## config.mk

```make
export PLATFORM = sky130hd
export DESIGN_NAME = rgb_led_blink_engine
export DESIGN_NICKNAME = d
export VERILOG_FILES = /design/src/sv/rgbled_pkg.sv /design/src/sv/rgbled_update.sv /design/src/sv/rgb_led_blink_engine.sv
export SDC_FILE = /design/constraint.sdc
export NUM_CORES = 2
export LEC_CHECK = 0
export BUFFER_PORTS_ARGS = -buffer_cell sky130_fd_sc_hd__buf_4
export CAP_MARGIN = 20
export CORE_MARGIN = 2
export CORE_UTILIZATION = 45
export DETAILED_ROUTE_END_ITERATION = 7
export GPL_TIMING_DRIVEN = 0
export SLEW_MARGIN = 10
export SYNTH_ARGS = -nofsm -noshare
export SYNTH_HDL_FRONTEND = slang
export SYNTH_SLANG_ARGS = --single-unit
```

## constraint.sdc

```tcl
create_clock -name i_clk -period 9.58 [get_ports i_clk]
set_input_delay 2.874 -clock i_clk [delete_from_list [all_inputs] [get_ports i_clk]]
set_output_delay 2.874 -clock i_clk [all_outputs]
set_load 0.01 [all_outputs]
```

## src/sv/rgbled_pkg.sv

```systemverilog
`default_nettype none
// ----------------------------------------------------------------------------
// rgbled_pkg
// shared types and constants of the rgb led blink engine
// ----------------------------------------------------------------------------
package rgbled_pkg;

    localparam int CHANNELS_PER_LED = 3;
    localparam int BYTE_W           = 8;
    localparam int TICKS_W          = 16;
    localparam int COUNT_W          = 17;
    localparam int CHAN_W           = 6;

    typedef enum logic [1:0] {
        OP_SET_COLOR = 2'd0,
        OP_SET_MODE  = 2'd1,
        OP_SET_BLINK = 2'd2,
        OP_TICK      = 2'd3
    } t_op;

    typedef enum logic [1:0] {
        MODE_OFF   = 2'd0,
        MODE_ON    = 2'd1,
        MODE_BLINK = 2'd2,
        MODE_PULSE = 2'd3
    } t_mode;

    // one table entry per led
    typedef struct packed {
        t_mode               mode;
        logic [TICKS_W-1:0]  on_ticks;
        logic [TICKS_W-1:0]  off_ticks;
        logic [COUNT_W-1:0]  tick_count;
        logic                lit;
        logic [BYTE_W-1:0]   red;
        logic [BYTE_W-1:0]   green;
        logic [BYTE_W-1:0]   blue;
    } t_led_entry;

endpackage
`default_nettype wire

```

## src/sv/rgbled_update.sv

```systemverilog
`default_nettype none
// ----------------------------------------------------------------------------
// rgbled_update
// per-led mode step applied to one table entry on a tick
// ----------------------------------------------------------------------------
module rgbled_update
    import rgbled_pkg::*;
(
    input  t_led_entry i_entry,
    output t_led_entry o_entry
);

    always_comb begin
        logic [COUNT_W-1:0] cnt;
        logic               lit;
        logic [COUNT_W-1:0] inc_off;
        logic [COUNT_W-1:0] inc_on;
        logic               lit_phase;

        cnt       = i_entry.tick_count;
        lit       = i_entry.lit;
        lit_phase = 1'b0;
        inc_off   = cnt + COUNT_W'(1);

        case (i_entry.mode)
            MODE_ON: begin
                lit = 1'b1;
            end
            MODE_BLINK: begin
                // dark phase count
                if (!lit) begin
                    if (inc_off > {1'b0, i_entry.off_ticks}) begin
                        lit = 1'b1;
                        cnt = '0;
                    end else begin
                        cnt = inc_off;
                    end
                end
                lit_phase = 1'b1;
            end
            MODE_PULSE: begin
                if (!lit) begin
                    lit = 1'b1;
                    cnt = '0;
                end
                lit_phase = 1'b1;
            end
            default: begin
                lit = 1'b0;
            end
        endcase

        // lit phase count, may follow the dark phase in the same tick
        inc_on = cnt + COUNT_W'(1);
        if (lit_phase && lit) begin
            if (inc_on > {1'b0, i_entry.on_ticks}) begin
                lit = 1'b0;
                cnt = '0;
            end else begin
                cnt = inc_on;
            end
        end

        o_entry            = i_entry;
        o_entry.tick_count = cnt;
        o_entry.lit        = lit;
    end

endmodule
`default_nettype wire

```

## src/sv/rgb_led_blink_engine.sv

```systemverilog
`default_nettype none
// ----------------------------------------------------------------------------
// rgb_led_blink_engine
// led table with per-led color, mode and blink timing; a tick steps every led
// and streams one byte per color channel
// ----------------------------------------------------------------------------
//
//  channel   | direction | handshake                | payload
//  ----------+-----------+--------------------------+-----------------------------------
//  command   | in        | start high, busy low     | i_operation, i_led_index, i_red,
//            |           |                          | i_green, i_blue, i_mode_value,
//            |           |                          | i_on_ticks, i_off_ticks
//  channel   | out       | o_strobe, one cycle each | o_channel_index, o_channel_byte,
//            |           |                          | o_last_channel
//
//  a write transaction reads the led entry, then modifies and writes it back;
//  a write to an absent led is dropped at acceptance and the block stays idle
//  a tick walks the leds through the single table memory: each led is read
//  once, updated and written back while its three channel bytes go out on
//  consecutive cycles
//  reset clears the fsm and the per-led valid bits; an entry never written
//  reads as all zero, so no clearing pass is needed
//  results are never stalled: o_strobe runs on every cycle of a tick's burst
//
module rgb_led_blink_engine
    import rgbled_pkg::*;
#(
    parameter int LED_COUNT = 16
) (
    input  wire                 i_clk,
    input  wire                 i_rst_n,

    input  wire                 start,
    output logic                busy,
    input  wire  [1:0]          i_operation,
    input  wire  [3:0]          i_led_index,
    input  wire  [BYTE_W-1:0]   i_red,
    input  wire  [BYTE_W-1:0]   i_green,
    input  wire  [BYTE_W-1:0]   i_blue,
    input  wire  [1:0]          i_mode_value,
    input  wire  [TICKS_W-1:0]  i_on_ticks,
    input  wire  [TICKS_W-1:0]  i_off_ticks,

    output logic                o_strobe,
    output logic [CHAN_W-1:0]   o_channel_index,
    output logic [BYTE_W-1:0]   o_channel_byte,
    output logic                o_last_channel
);

    localparam int LED_W = (LED_COUNT > 1) ? $clog2(LED_COUNT) : 1;

    typedef enum logic [2:0] {
        S_IDLE  = 3'b001,
        S_WRITE = 3'b010,
        S_TICK  = 3'b100
    } t_state;

    // fsm and tick walk
    t_state             r_state,  n_state;
    logic [LED_W-1:0]   r_led,    n_led;
    logic [1:0]         r_col,    n_col;
    logic [CHAN_W-1:0]  r_chan,   n_chan;

    // output register
    logic               r_strobe, n_strobe;
    logic [CHAN_W-1:0]  r_out_chan, n_out_chan;
    logic [BYTE_W-1:0]  r_out_byte, n_out_byte;
    logic               r_out_last, n_out_last;

    // latched command payload
    t_op                r_op;
    logic [LED_W-1:0]   r_idx;
    logic [BYTE_W-1:0]  r_red, r_green, r_blue;
    t_mode              r_mode_val;
    logic [TICKS_W-1:0] r_on, r_off;

    // updated led held for its green and blue bytes
    logic               r_lit_l;
    logic [BYTE_W-1:0]  r_green_l, r_blue_l;

    // table memory
    t_led_entry         r_mem [LED_COUNT];
    logic [LED_COUNT-1:0] r_valid;
    t_led_entry         r_rd_data;
    logic               r_rd_ok;

    logic               mem_rd_en;
    logic [LED_W-1:0]   mem_rd_addr;
    logic               mem_wr_en;
    logic [LED_W-1:0]   mem_wr_addr;
    t_led_entry         mem_wr_data;

    t_led_entry         cur_entry;
    t_led_entry         upd_entry;
    t_led_entry         wr_entry;

    logic               accept;
    logic               idx_ok;
    logic [LED_W-1:0]   cmd_idx;
    logic               is_last_led;
    logic               tick_first;

    assign busy        = (r_state != S_IDLE);
    assign accept      = start && !busy;
    assign idx_ok      = ({1'b0, i_led_index} < 5'(LED_COUNT));
    assign cmd_idx     = LED_W'(i_led_index);
    assign is_last_led = (r_led == LED_W'(LED_COUNT - 1));
    assign tick_first  = (r_state == S_TICK) && (r_col == 2'd0);

    // entries never written read as the reset value
    assign cur_entry = r_rd_ok ? r_rd_data : '0;

    rgbled_update u_update (
        .i_entry (cur_entry),
        .o_entry (upd_entry)
    );

    // read-modify-write of a command transaction
    always_comb begin
        wr_entry = cur_entry;
        case (r_op)
            OP_SET_COLOR: begin
                wr_entry.red   = r_red;
                wr_entry.green = r_green;
                wr_entry.blue  = r_blue;
            end
            OP_SET_MODE: begin
                wr_entry.mode = r_mode_val;
            end
            OP_SET_BLINK: begin
                wr_entry.on_ticks  = r_on;
                wr_entry.off_ticks = r_off;
            end
            default: begin
                wr_entry = cur_entry;
            end
        endcase
    end

    always_comb begin
        n_state     = r_state;
        n_led       = r_led;
        n_col       = r_col;
        n_chan      = r_chan;
        n_strobe    = 1'b0;
        n_out_chan  = r_out_chan;
        n_out_byte  = r_out_byte;
        n_out_last  = 1'b0;
        mem_rd_en   = 1'b0;
        mem_rd_addr = '0;
        mem_wr_en   = 1'b0;
        mem_wr_addr = r_led;
        mem_wr_data = upd_entry;

        case (r_state)
            S_IDLE: begin
                if (accept) begin
                    if (t_op'(i_operation) == OP_TICK) begin
                        mem_rd_en   = 1'b1;
                        mem_rd_addr = '0;
                        n_led       = '0;
                        n_col       = 2'd0;
                        n_chan      = '0;
                        n_state     = S_TICK;
                    end else if (idx_ok) begin
                        mem_rd_en   = 1'b1;
                        mem_rd_addr = cmd_idx;
                        n_state     = S_WRITE;
                    end
                end
            end
            S_WRITE: begin
                mem_wr_en   = 1'b1;
                mem_wr_addr = r_idx;
                mem_wr_data = wr_entry;
                n_state     = S_IDLE;
            end
            S_TICK: begin
                n_strobe   = 1'b1;
                n_out_chan = r_chan;
                n_chan     = r_chan + CHAN_W'(1);
                case (r_col)
                    2'd0: begin
                        // entry of r_led is on the read port: step it and write back
                        mem_wr_en  = 1'b1;
                        n_out_byte = upd_entry.lit ? upd_entry.red : '0;
                        n_col      = 2'd1;
                    end
                    2'd1: begin
                        n_out_byte = r_lit_l ? r_green_l : '0;
                        // fetch the next led so it lands for its red byte
                        if (!is_last_led) begin
                            mem_rd_en   = 1'b1;
                            mem_rd_addr = r_led + LED_W'(1);
                        end
                        n_col = 2'd2;
                    end
                    2'd2: begin
                        n_out_byte = r_lit_l ? r_blue_l : '0;
                        if (is_last_led) begin
                            n_out_last = 1'b1;
                            n_state    = S_IDLE;
                        end else begin
                            n_led = r_led + LED_W'(1);
                            n_col = 2'd0;
                        end
                    end
                    default: begin
                        n_strobe = 1'b0;
                        n_chan   = r_chan;
                        n_col    = 2'd0;
                    end
                endcase
            end
            default: begin
                n_state = S_IDLE;
            end
        endcase
    end

    always_ff @(posedge i_clk) begin
        if (!i_rst_n) begin
            r_state  <= S_IDLE;
            r_led    <= '0;
            r_col    <= 2'd0;
            r_chan   <= '0;
            r_strobe <= 1'b0;
            r_out_last <= 1'b0;
        end else begin
            r_state  <= n_state;
            r_led    <= n_led;
            r_col    <= n_col;
            r_chan   <= n_chan;
            r_strobe <= n_strobe;
            r_out_last <= n_out_last;
        end
    end

    always_ff @(posedge i_clk) begin
        r_out_chan <= n_out_chan;
        r_out_byte <= n_out_byte;
    end

    // command payload capture
    always_ff @(posedge i_clk) begin
        if (accept) begin
            r_op       <= t_op'(i_operation);
            r_idx      <= cmd_idx;
            r_red      <= i_red;
            r_green    <= i_green;
            r_blue     <= i_blue;
            r_mode_val <= t_mode'(i_mode_value);
            r_on       <= i_on_ticks;
            r_off      <= i_off_ticks;
        end
    end

    always_ff @(posedge i_clk) begin
        if (tick_first) begin
            r_lit_l   <= upd_entry.lit;
            r_green_l <= upd_entry.green;
            r_blue_l  <= upd_entry.blue;
        end
    end

    // table memory, one read and one write port
    always_ff @(posedge i_clk) begin
        if (mem_wr_en) begin
            r_mem[mem_wr_addr] <= mem_wr_data;
        end
        if (mem_rd_en) begin
            r_rd_data <= r_mem[mem_rd_addr];
            r_rd_ok   <= r_valid[mem_rd_addr];
        end
    end

    always_ff @(posedge i_clk) begin
        if (!i_rst_n) begin
            r_valid <= '0;
        end else if (mem_wr_en) begin
            r_valid[mem_wr_addr] <= 1'b1;
        end
    end

    assign o_strobe        = r_strobe;
    assign o_channel_index = r_out_chan;
    assign o_channel_byte  = r_out_byte;
    assign o_last_channel  = r_out_last;

`ifndef SYNTHESIS
    // bytes come only out of a tick walk
    a_strobe_from_tick: assert property (@(posedge i_clk) disable iff (!i_rst_n)
        r_strobe |-> $past(r_state == S_TICK))
        else $error("strobe outside a tick");

    a_last_index: assert property (@(posedge i_clk) disable iff (!i_rst_n)
        (r_strobe && r_out_last) |-> (r_out_chan == CHAN_W'(CHANNELS_PER_LED * LED_COUNT - 1)))
        else $error("last flag on wrong channel");

    a_last_idle: assert property (@(posedge i_clk) disable iff (!i_rst_n)
        (r_strobe && r_out_last) |-> (r_state == S_IDLE))
        else $error("walk still running after last channel");

    a_burst_steps: assert property (@(posedge i_clk) disable iff (!i_rst_n)
        (r_strobe && !r_out_last) |=>
            (r_strobe && (r_out_chan == CHAN_W'($past(r_out_chan) + CHAN_W'(1)))))
        else $error("channel burst broken");

    a_no_wr_collision: assert property (@(posedge i_clk) disable iff (!i_rst_n)
        (mem_wr_en && mem_rd_en) |-> (mem_wr_addr != mem_rd_addr))
        else $error("read and write of the same entry");
`endif

endmodule
`default_nettype wire

```

# [Yosys cells after proc, flatten, opt, wreduce, memory -nomap -nowiden]
# Memories as Yosys holds them, arrays and structs flattened. A register that Yosys moved wholly into a read port is not among the register bits.
# Cells that the tools add are included.
[word_totals] regBits=129 ramBits=1216 inputBits=67 out_inout_bits=17 n_memories=1
[classes] add_sub_neg=4 n_lt_le_gt_ge=5 eq_ne=20 muxes=60 bitwise=1 n_reduce_logical=19
[mem_list] name="r_mem" depth=16 width=76 read_ports=1 rd_clocked_by_memory_dff=1 write_ports=1 line="rgb_led_blink_engine.sv:82" source="t_led_entry r_mem [LED_COUNT];"
[op_table] op="76-bit two-way mux" count=2
[op_table] op="17-bit two-way mux" count=5
[op_table] op="4-bit two-way mux" count=9
[op_table] op="17-bit by 1-bit adder with 17-bit output, second input constant" count=2
[op_table] op="17-bit by 16-bit > comparator with 1-bit output" count=2
[op_table] op="17-bit one-hot mux with 2 select lines" count=1
[op_table] op="32-bit two-way mux" count=1
[op_table] op="24-bit two-way mux" count=1
[op_table] op="8-bit two-way mux" count=3
[op_table] op="8-bit one-hot mux with 3 select lines" count=1
[op_table] op="6-bit two-way mux" count=3
[op_table] op="16-bit OR" count=1
[op_table] op="4-bit one-hot mux with 2 select lines" count=2
[op_table] op="1-bit two-way mux" count=15
[op_table] op="3-bit two-way mux" count=4
[op_table] op="6-bit one-hot mux with 2 select lines" count=1
[op_table] op="2-bit equality test, second input constant" count=5
[op_table] op="4-bit by 5-bit less-than comparator with 1-bit output, second input constant" count=2
[op_table] op="2-bit != test, second input constant" count=5
[op_table] op="2-bit two-way mux" count=4
[op_table] op="4-bit AND reduction" count=2
[op_table] op="6-bit by 1-bit adder with 6-bit output, second input constant" count=1
[op_table] op="2-bit by 1-bit equality test with 1-bit output, second input constant" count=3
[op_table] op="1-bit one-hot mux with 2 select lines" count=3
[op_table] op="other kinds (24)" count=31

# [Depth between registers and ports, before layout]
[depth] ltp_word=12 ltp_mapped=38

# [Hierarchy]
# From an unflattened synthesis, not the netlist that was laid out.
[hier_totals] cells_unflattened=4342 hier_area_um2=59996.3
[by_module_without_submodules] module="rgb_led_blink_engine" instances=1 cells_per_inst=3916 area_per_inst_um2=57089.8 seq_area_each_um2=42340.6
[by_module_without_submodules] module="rgbled_update" instances=1 cells_per_inst=426 area_per_inst_um2=2906.5 seq_area_each_um2=0.0

# [Least setup slack after synthesis]
# Ideal clock, no wire load.
[synth_timing] kind="register to register" from="register r_rd_ok" to="memory r_mem[0][38] (netlist name), data pin" setup_time_ns=0.299 arrival_time_ns=7.461 required_ns=9.281 path_slack_ns=1.820 path_stages_with_launch=38 path_buffers=6 synth_period_minus_slack_ns=7.760 cell_sequence="edfxtp_1 buf_2 buf_2 buf_2 and2_1 ha_1 nand4_4 nor3_4 and3_1 xnor2_1 ha_1 nand4_1 nor3_1 a221o_1 o21ai_2 buf_4 and2_1 clkbuf_1 [2 not listed] ha_1 and3_1 a32o_1 nand4_2 nor2_1 xor2_1 ha_1 a21o_1 a21oi_1 nor2b_1 o21ai_0 nand2_1 o21ai_0 nand3_1 mux2i_2 buf_2 nand4b_1 a22oi_1"
[synth_rtl] item="from (decl)" line="rgb_led_blink_engine.sv:85" source="logic r_rd_ok;"
[synth_rtl] item="from (signal assigned)" line="rgb_led_blink_engine.sv:273" source="r_rd_ok <= r_valid[mem_rd_addr];"
[synth_rtl] item="to (decl)" line="rgb_led_blink_engine.sv:82"

==> key figures <==
Detailed routing
  • Initial DRC count: 4216
  • Pre-antenna DRT Iters: 6
  • Avg Vias per Cell: approximately 6.0
  • WL final: approximately 170 mm
  • Final ANT Viol Nets: 0
  • Routed WL per cell: between 20 and 30 µm
  • Routed vias: 37600
  • Drc violations: 0

Cells and area
  • Commonest non-fill, non-tap cell in the layout: edfxtp_1
  • Area Growth Syn to Fin: 16.0%
  • Footprint of the multi-input gates: approximately 15000 µm²
  • Layout fillers: approximately 11000
  • Post-route cell area: 67200 µm²
  • Post-layout util: 0.527
  • Layout cells sized above 1: 0.108
  • NumNets Final: about 4600
  • Register Area: about 42000 µm²
  • Finished Layout Cells: around 6300
  • Most frequent cells in the layout: 1388 x edfxtp_1, 743 x nand2_1, 387 x a211oi_1

Power and ir drop
  • Static leakage: 21.5 nW
  • Peak supply drop: between 0.1 and 0.15 mV
  • Tot Pwr: approximately 14 mW
  • PwrDens: just over 200 nW/µm²

Timing
  • Slew margin rel.: 0.222
  • Endpoints failing setup: 0
  • Fin. max-slew vios: 0
  • Hold Violations, Final: 0
  • Crit path time final: roughly 9.1 ns
  • Min Hold Slack: ~0.46 ns
  • Setup_tns: 0 ns
  • Final Cycle Share: 0.951
  • Measured slew at the worst slew-check pin: roughly 1.2 ns
  • Final WS setup: 0.468 ns
  • Fmax: approximately 110 MHz
  • Post-Route Skew: ~0.027 ns

Critical path
  • Path depth of the worst reg2reg path: 39
  • Crit end category: flip-flop
  • CP Class: reg -> reg
  • Critical path startpoint category: flip-flop
  • Critical path's most frequent cell: ha_1
  • Cell family with most CP delay: simple AND/OR/NAND/NOR gates
  • Crit-path slowest cell: a221o_1
  • WP buf/inv: 8
  • FF-to-FF setup slack: ~0.47 ns
  • Worst path required time: between 10 and 15 ns
  • Worst Path Max Fanout: 12
  • CP arrival: 9.73 ns
  • WP depth: 39
  • Largest stage delay, worst path: about 0.37 ns

CTS
  • Clock latency on the worst-skew pair: between 0.7 and 0.8 ns
  • TritonCTS buffer count: 149
  • # hold bufs at CTS: 0
  • Root Buffer: clkbuf_16
  • # H-tree levels: 4
  • Clock transition at path regs: approximately 0.06 ns
  • TritonCTS clock tree: built
  • Clock Path Buffers: 3
  • TritonCTS sink count: about 1400

Place
  • Placed Cells: 5991
  • # port buffers: 82
  • Post-DP HPWL: roughly 110 mm
  • Pre-CTS WS: -1.56 ns
  • DP Area: between 60000 and 70000 µm²
  • Routability cong.: 0.914

Yosys
  • Top cells by area, synth: edfxtp_1 72%, a211oi_1 5.0%, nand2_1 4.8%, and2_1 3.6%, a311oi_1 2.4%
  • Synth warnings: 0
  • Synth Register Bits: 1421
  • Syn Inst Count: 4151
  • Synth top area share: 0.720
  • Syn_nets: ~4300
  • Number of flops mapped to enable cells by yosys: 1388
  • Share of flip-flops with an asynchronous set or reset: 0
  • Cell variety after synth: slightly above 70
  • Post-Syn Area per Cell: about 14 µm²
  • Main synth FF type: edfxtp_1
  • Largest area contributor in the netlist: edfxtp_1
  • Seq/Total Area, Yosys: 0.732
  • Syn Std Cell Area: approximately 58000 µm²

Die
  • Chip width: ~360 µm
  • Starting Density: 0.454
  • CORE AREA: around 130000 µm²
  • Cell Rows: approximately 130
  • Total die area: between 100000 and 150000 µm²
  • I/O pins: 84
  • DIE HEIGHT: 363 µm

Job
  • Max cap viols: 0

Global route
  • Pin count of the biggest net entering global routing: 44
  • First-pass GRT wire length: ~250 mm
  • Most used routing layer: met2
  • Initial antenna violation count: 10
  • Vias in the first global route: around 37000
  • Tot GR Track Use: 0.257
  • Met3 Usage GRT: 0.0433
  • GRT overflow: 0
  • Met1 Resource Use GR: 0.361
  • Met2 usage in global routing: 0.407

Hold path
  • Hold Path Class: reg -> reg
  • Cells on Worst Hold Path: 1

Outcome
  • Status: finished, final reports clean
## area by class of cell
type	count	share of cell area
Inverter	16	0.000932
Clock buffer	198	0.0611
Antenna cell	14	0.000522
Tap cell	1662	0.0310
Buffer	300	0.0176
Sequential cell	1421	0.631
Multi-Input combinational cell	2414	0.217
Timing Repair Buffer	188	0.0332
Clock inverter	69	0.00829
## synth_stat cells (all sizes together) (3+ instances only)
master / number
a311oi: 156
mux2: 19
o22ai: 9
and4: 6
ha: 41
inv: 14
mux2i: 5
a21boi: 4
buf: 12
nand4: 14
clkbuf: 288
nor2: 61
a22oi: 17
nor3b: 7
a21o: 3
and2: 338
nor3: 14
nor4: 8
o21a: 21
o21ai: 68
o211ai: 3
a211oi: 387
xnor2: 20
xor2: 13
a32o: 6
nand2: 745
a31o: 3
dfxtp: 33
nor2b: 10
edfxtp: 1388
nand2b: 4
a21oi: 192
and3: 11
a31oi: 175
nand3: 29
## where the power goes
group	internal (mW)	switching (mW)
registers	7.01	0.0408
logic	0.354	0.891
clock network	3.17	2.37
total	10.5	3.31
## path summary, 6_finish.rpt
kind,start,end
setup reg to reg,r_rd_ok$_DFFE_PP_,r_mem[4][26]$_DFFE_PP_
hold / removal,r_valid[12]$_SDFFE_PN0P_,r_valid[12]$_SDFFE_PN0P_
setup / recovery,r_rd_ok$_DFFE_PP_,r_mem[4][26]$_DFFE_PP_
hold reg to reg,r_valid[12]$_SDFFE_PN0P_,r_valid[12]$_SDFFE_PN0P_
## repair_timing
action | in CTS | in global routing
gates resized for setup | 18 | 7
setup buffers | 1 | 8
pin swaps | 1 | 6
setup endpoints to repair | 281 | 272
cloned | 0 | 0
## kinds of logic (layout without fill, tap and decap cells)
kind of cell	after synthesis	count (layout)	share of synthesized area
buffers and inverters	316	771	0.0208
xor gates and xnor gates	33	33	0.00499
DFF	1421	1421	0.732
other	0	14	0
muxes	24	24	0.00463
adders and majority gates	41	41	0.00886
AOI/OAI and AO/OA	1059	1059	0.127
and+or+nand+nor	1257	1257	0.102
## metal layers
metal  part of all wire  vias up
met3              0.077      283
met1               0.42    19000
met5           0.000077        -
li1                   -    16700
met2               0.47     1555
met4              0.031        2
## registers in the layout (all words and copies together), names as in the netlist, 3 cells and up
signal	cells
r_off	16
r_chan	6
r_state	3
r_red	8
o_channel_byte	8
r_rd_data	76
r_green	8
r_on	16
r_blue_l	8
r_led	4
o_channel_index	6
r_green_l	8
r_mem	1216
r_valid	16
r_blue	8
r_idx	4
No activity file was read; power rests on OpenSTA's default activity.
